**config.mk**
```make
export PLATFORM = sky130hd
export DESIGN_NAME = mlpwp_mac
export DESIGN_NICKNAME = d
export VERILOG_FILES = /design/src/hdl/assert_macros.svh /design/src/hdl/mlpwp_pkg.sv /design/src/hdl/mlpwp_mac.sv
export SDC_FILE = /design/constraint.sdc
export NUM_CORES = 1
export LEC_CHECK = 0
export BUFFER_PORTS_ARGS = -buffer_cell sky130_fd_sc_hd__buf_2
export CAP_MARGIN = 20
export CORE_MARGIN = 2
export CORE_UTILIZATION = 50
export CTS_BUF_LIST = sky130_fd_sc_hd__clkbuf_4 sky130_fd_sc_hd__clkbuf_8
export CTS_CLUSTER_DIAMETER = 40
export DETAILED_ROUTE_END_ITERATION = 8
export PLACE_DENSITY = 0.67
export SLEW_MARGIN = 15
export SYNTH_ARGS = -nofsm -noshare
export SYNTH_HDL_FRONTEND = slang
export SYNTH_SLANG_ARGS = --single-unit
```
**constraint.sdc**
```tcl
create_clock -name clk -period 4.6 [get_ports clk]
set_input_delay 0.46 -clock clk [delete_from_list [all_inputs] [get_ports clk]]
set_output_delay 0.46 -clock clk [all_outputs]
set_load 0.03 [all_outputs]
```
**src/hdl/assert_macros.svh**
```systemverilog
// Assertion macros shared by the RTL of the window predictor.
// No dependencies; files that assert include this header by name.
`ifndef ASSERT_MACROS_SVH
`define ASSERT_MACROS_SVH

`ifndef ASSERT_OFF

`define ASSERT_IMPLIES(lbl, clk, rstn, ante, cons) \
	lbl: assert property (@(posedge clk) disable iff (!rstn) (ante) |-> (cons)) \
		else $error("assertion failed");

`define ASSERT_NEXT(lbl, clk, rstn, ante, cons) \
	lbl: assert property (@(posedge clk) disable iff (!rstn) (ante) |=> (cons)) \
		else $error("assertion failed");

`else

`define ASSERT_IMPLIES(lbl, clk, rstn, ante, cons)

`define ASSERT_NEXT(lbl, clk, rstn, ante, cons)

`endif

`endif

```
**src/hdl/mlpwp_pkg.sv**
```systemverilog
// Types, constants and the rounding function of the window predictor.
// No dependencies; used by mlpwp_mac, mlp_window_predictor and the testbench.
package mlpwp_pkg;

	localparam int DATA_W   = 16;
	localparam int ACC_W    = 40;
	localparam int FRAC_W   = 12;
	localparam int STORE_AW = 10;
	localparam int PROD_W   = 2 * DATA_W;

	localparam logic signed [DATA_W-1:0] BIAS_SCALE = 16'sh1000;

	typedef enum logic [2:0] {
		OP_NOP,
		OP_LOAD_HID,
		OP_MAC_HID,
		OP_LOAD_OUT,
		OP_MAC_OUT,
		OP_FIN_HID,
		OP_FIN_OUT
	} op_t;

	typedef enum logic [3:0] {
		ST_IDLE,
		ST_B2,
		ST_B1,
		ST_MAC1,
		ST_W2,
		ST_FIN,
		ST_GAP,
		ST_W2_LAST,
		ST_OFIN
	} state_t;

	typedef struct packed {
		logic                     fin_out;
		logic signed [DATA_W-1:0] value;
		logic signed [DATA_W-1:0] hidden;
	} mac_res_t;

	// Rounds a Q.24 sum half up to Q.12 and saturates it to 16 bits.
	function automatic logic signed [DATA_W-1:0] round_sat(input logic signed [ACC_W-1:0] acc);
		logic [ACC_W:0]              s;
		logic [ACC_W-FRAC_W:0]       r;
		logic [ACC_W-FRAC_W-DATA_W+1:0] hi;
		s  = {acc[ACC_W-1], acc} + {{(ACC_W+1-FRAC_W){1'b0}}, 1'b1, {(FRAC_W-1){1'b0}}};
		r  = s[ACC_W:FRAC_W];
		hi = r[ACC_W-FRAC_W:DATA_W-1];
		if ((&hi) || !(|hi)) begin
			round_sat = r[DATA_W-1:0];
		end else if (r[ACC_W-FRAC_W]) begin
			round_sat = {1'b1, {(DATA_W-1){1'b0}}};
		end else begin
			round_sat = {1'b0, {(DATA_W-1){1'b1}}};
		end
	endfunction

endpackage

```
**src/hdl/mlpwp_mac.sv**
```systemverilog
// Shared multiply-accumulate unit: one registered multiplier feeding the
// hidden and output accumulators. Depends on mlpwp_pkg.
module mlpwp_mac import mlpwp_pkg::*; (
	input  logic                     clk,
	input  logic                     arst_n,
	input  op_t                      op_s1,
	input  logic signed [DATA_W-1:0] a_s1,
	input  logic signed [DATA_W-1:0] w_s1,
	output mac_res_t                 res
);

	op_t                      op_s2;
	logic signed [PROD_W-1:0] prod_s2;
	logic signed [ACC_W-1:0]  acc_q;
	logic signed [ACC_W-1:0]  oacc_q;
	logic signed [DATA_W-1:0] h_q;
	logic signed [ACC_W-1:0]  prod_ext;
	logic signed [ACC_W-1:0]  sum;
	logic signed [DATA_W-1:0] hid_rnd;

	always_ff @(posedge clk or negedge arst_n) begin
		if (!arst_n) begin
			op_s2 <= OP_NOP;
		end else begin
			op_s2 <= op_s1;
		end
	end

	always_ff @(posedge clk) begin
		prod_s2 <= a_s1 * w_s1;
	end

	always_comb begin
		prod_ext = {{(ACC_W-PROD_W){prod_s2[PROD_W-1]}}, prod_s2};
		sum      = ((op_s2 == OP_MAC_OUT) ? oacc_q : acc_q) + prod_ext;
		hid_rnd  = round_sat(acc_q);
	end

	always_ff @(posedge clk) begin
		case (op_s2)
			OP_LOAD_HID: acc_q  <= prod_ext;
			OP_MAC_HID:  acc_q  <= sum;
			OP_LOAD_OUT: oacc_q <= prod_ext;
			OP_MAC_OUT:  oacc_q <= sum;
			OP_FIN_HID:  h_q    <= hid_rnd[DATA_W-1] ? '0 : hid_rnd;
			default: begin
			end
		endcase
	end

	always_comb begin
		res.fin_out = (op_s2 == OP_FIN_OUT);
		res.value   = round_sat(oacc_q);
		res.hidden  = h_q;
	end

endmodule

```
[After elaboration in Yosys (flattened, before gate mapping)]
Index checks and enable logic that the tools add are counted.
W data, S select, Z words.
Word-level totals
  ROM bits: 0
  latch bits: 0
  RAM bits: 0
  logic and storage cells: 33
  memories: 0
  output and inout bits: 33
  input port bits: 37
  register bits: 131
Cells by class
  multipliers: 1
  add/sub/neg operators: 3
  shifts and indexed selects: 0
  reduce and logical (&&, ||, !) cells: 10
  $lt $le $gt $ge: 0
  div/mod/pow operators: 0
  multiplexer cells: 7
  bitwise logic cells: 0
  equal/unequal tests: 6
Operator list (count)
  $pmux W40 S2: 2
  $add A40 B13 Y41 const B: 2
  $mux W16: 4
  $add A40 B32 Y40: 1
  $mux W40: 1
  $mul A16 B16 Y32: 1
  $reduce_and A14 Y1: 2
  $reduce_or A14 Y1: 2
  $eq A3 B3 Y1 const B: 3
  $eq A3 B2 Y1 const B: 2
  $reduce_bool A2 Y1: 2
  $eq A3 B1 Y1 const B: 1
  $logic_not A1 Y1: 2
  $logic_or A1 B1 Y1: 2

[Logic depth before layout (Yosys ltp)]
  word-level depth: 5
  depth in mapped cells: 25
  mapped depth without buffers: 24

[Worst setup path after synthesis]
OpenSTA, ideal clock, no wires.
  path kind: in2reg
  from: input port a_s1[15]
  to: register prod_s2[29]
  cell stages on the path: 18
  setup slack: -1.538 ns
  required time: 4.480 ns
  buffers on the path: 1
  library setup time: 0.120 ns
  arrival: 6.019 ns
  cell sequence: clkbuf_1 nand2_1 inv_1 fa_1 fa_1 inv_1 fa_1 fa_1 fa_1 fa_1 inv_1 ha_1 and3_1 a221o_1 o211ai_1 nor3b_1 nor4bb_1 a211o_1
Between the ends
  cells in the longest elaborated chain, start to end: 1
Ends and longest elaborated chain
  from (decl): RTL line mlpwp_mac.sv:7  | input logic signed [DATA_W-1:0] a_s1,
  $mul A16 B16 Y32: RTL line mlpwp_mac.sv:30  | prod_s2 <= a_s1 * w_s1;
  to (signal assigned): RTL line mlpwp_mac.sv:30
  to (decl): RTL line mlpwp_mac.sv:13  | logic signed [PROD_W-1:0] prod_s2;
Every way passes these cells.
A chain may end at the register's enable or synchronous reset.

[Worst setup path in the final report]
  from: input port a_s1[5]
  to: register prod_s2[29]
The elaborated chain is that of the path after synthesis.

==> results.txt <==
* Status: finished, violations left
- Violated checks: negative setup slack
- Worst path required time: 4.94 ns
* Final Core Density: 0.609
- In the global route stage, met1 resource usage came out at 0.321.
* Filler cell count in the final layout: 3011
* Wirelength per Cell: 15.7 um
- Fraction of layout instances using a drive strength above 1: 0.202
- Largest driver fanout on the critical path: 8
- The critical path is of the input pin to register type.
* Global Route met2 Usage: 0.394
* # IOs: 70
* CP Launch Type: input pin
- The floorplan step set the die height to 194 um.
* Buffer type at the clock tree root: clkbuf_8
- On the final layout, the worst hold slack is 0.106 ns.
* Clock tree from TritonCTS: yes
- Sorting the synthesized cells by area gives the leading types as fa_1 (29%), edfxtp_1 (16%), ha_1 (8.5%), nand2_1 (7.2%), inv_1 (6.9%).
* Number of placement rows: 69
- The worst path in the final design needs a cycle of 5.44 ns, including I/O delays and setup.
- Setup violations remaining at the end of the flow were counted as 20.
* Area enclosed by the die boundary: 0.0377 mm^2
* Layout Area Growth over Synthesis: 19.9%
- The H-tree was split into 4 levels.
- Biggest cell delay along the critical path: 0.57 ns
* Worst slew margin: 0.390
- In the routed design, unresolved DRC markers number 0.
* Via count of the first global-routing pass: 15052
* Final count of pins violating max slew: 0
* GPL Wtd Cong: 0.899
- Fraction of synthesized cell area taken by the top area cell type: 0.291
- During placement, the flow inserted port buffers numbering 68.
* Arrival time worst endpoint: 5.78 ns
- Detailed-router iteration count before antenna repair: 7
- Largest net degree at the start of global routing: 44
* Number of instances in the placed design: 2673
- The clock reaches the later pin of the worst-skew pair after 0.46 ns.
- For this block, the routed nets add up to 43100 um of wire.
- The tool flagged a number of max-cap violations equal to 0.
* Initial core utilization: 0.508
- The longest clock path from root to sink contains 2 buffers.
* HPWL after detailed placement: 35400 um
* Sequential cell area fraction in the yosys report: 0.197
* Depth of the most critical reg-to-reg path: 16
- For met3 alone, demand over resource in global routing was 0.0238.
- Once routing completed, OpenROAD measured the worst setup slack at -0.839 ns.
* Post-synth net total: 2460
- Synthesis instantiated 68 different standard cells from the library.
- # nets final: 2687
- 0 antenna diodes ended up in the layout.
- The hold violation count in the final report came to 0.
* Instance count of the mapped netlist: 2037
- The tightest min-delay check is of the input pin to register type.
- The clock net in this run drives a total of 130 sinks.
* Global-route total usage across every layer: 0.233
* Max frequency: 184 MHz
- In this run the most used layer during global routing was met2.
* Commonest non-fill, non-tap cell in the layout: nand2_1
- Most used DFF post-synth: edfxtp_1
* Warning count from the yosys run: 0
* Async set-reset flop share out of synthesis: 0.0231
* Post-Syn Area per Cell: 8.87 um^2
- The worst setup path is captured at a register.
- RSZ-0062 raised after global routing: yes
- Detailed routing inserted a total of 14315 vias.
- Post-synth EDFFs: 95
* Number of nets with antenna violations after routing: 0
* Clock-pin slew on the worst setup and hold paths: 0.08 ns
- First-pass GRT wire length: 72300 um
- Number of DRC violations after detailed-routing iteration 0: 763
- For the pin with the worst max-slew slack, the measured transition is 0.907 ns.
- CTS Buf Count: 17
- In the routed layout, each cell is associated on average with a via count of 5.23.
* Combined area of all synthesized cells: 0.0181 mm^2
* Number of non-filler instances in the completed layout: 2738
* Horizontal die dimension: 194 um
- On the critical path, the stage with the largest delay is an instance of fa_1.
- Final setup skew: 0.0141 ns
- The largest total area in the synthesized netlist belongs to fa_1.
- Total core area: 0.0356 mm^2
- Counting instances, the worst hold path has a depth of 1.
* Leading cell types in the layout, fill and taps excluded: nand2_1 (334), inv_1 (314), fa_1 (243), buf_4 (174), o21ai_0 (126)
- Yosys reg bits: 130
- Dividing the final minimum period by the clock period gives 1.18.
* Initial antenna violation count: 0
- Total overflow reported by the global router: 0
==> synth_stat cells (4+ instances only) <==
cell type	count
nand2_1	346
inv_1	333
fa_1	263
o21ai_0	136
and2_1	123
ha_1	123
edfxtp_1	95
a21oi_1	79
clkbuf_1	67
nor2_1	67
xnor2_1	57
xor2_1	48
nand3_1	41
a21o_1	32
dfxtp_1	32
nand2b_1	23
nor3_1	17
a31oi_1	13
and3_1	13
o21bai_1	13
nand4_1	11
nor4_1	8
a211oi_1	7
nor2b_1	6
o21a_1	5
o31ai_1	4
or3_1	4
==> layout make-up <==
class,instances,area (um^2),area share
Multi-Input combinational cell,1502,13600,0.626
Clock inverter,13,158,0.00728
Sequential cell,130,3570,0.165
Inverter,333,1250,0.0579
Timing Repair Buffer,280,2290,0.106
Clock buffer,19,255,0.0118
Tap cell,461,577,0.0266
==> sequential cells by signal, indices dropped and copies added, names as in the netlist <==
register	flops
acc_q	40
oacc_q	40
h_q	15
op_s2	3
prod_s2	32
==> critical path: cells and delay by family <==
kind,cells,cell delay [ns]
AO/OA/AOI/OAI,5,0.92
adder cells (fa/ha/maj),7,2.88
buffers and inverters,7,0.49
AND/OR/NAND/NOR,6,0.99
==> path summary, 6_finish.rpt <==
| check | startpoint | end | slack [ns] |
|---|---|---|---|
| min in group asynchronous | arst_n | op_s2[2]$_DFF_PN0_ | 0.31 |
| setup reg to reg | op_s2[2]$_DFF_PN0_ | acc_q[38]$_DFFE_PP_ | 0.26 |
| hold reg to reg | prod_s2[0]$_DFF_P_ | oacc_q[0]$_DFFE_PP_ | 0.56 |
| hold / removal | op_s1[2] | op_s2[2]$_DFF_PN0_ | 0.11 |
| setup / recovery | a_s1[5] | prod_s2[29]$_DFF_P_ | -0.84 |
| max in group asynchronous | arst_n | op_s2[0]$_DFF_PN0_ | 4.18 |
==> routing by layer <==
| metal | part of all wire | vias up |
|---|---|---|
| li1 | - | 6974 |
| met1 | 0.47 | 6946 |
| met2 | 0.48 | 343 |
| met3 | 0.040 | 52 |
| met4 | 0.018 | 0 |
| met5 | 0 | - |
==> metrics by stage <==
| step | area, um^2 | setup TNS [ns] | worst slack (ns) |
|---|---|---|---|
| 5_1_grt | 21700 | -13.15 | -1.04 |
| 3_3_place_gp | 20400 | -20.61 | -1.38 |
| 6_report | 21700 | -9.81 | -0.839 |
| 4_1_cts | 21200 | -9.12 | -0.832 |
| 2_1_floorplan | 18500 | -11.00 | -1.05 |
| 3_5_place_dp | 20400 | -22.19 | -1.45 |
==> cell families (layout without fill, tap and decap cells) <==
logic type,Yosys count,in the layout,synth area share
DFF,130,130,0.197
AOI/OAI and AO/OA,321,321,0.108
and+or+nand+nor,684,684,0.179
buffers and inverters,405,645,0.0849
xor gates and xnor gates,105,105,0.0509
adders and majority gates,386,386,0.377
muxes,5,5,0.00298
other,1,1,0.000208
==> what timing repair did <==
action                                  in CTS  in global routing
setup buffers                               17                 21
endpoints found under the hold margin        3                  0
hold buffers                                 1                  0
gates resized for setup                     96                 76
pin swaps                                   75                 56
endpoints found under the setup margin      21                 27
Power is left out: the tool's default activity adds up to more than one toggle a clock period on the data nets, which glitch-free logic cannot reach.
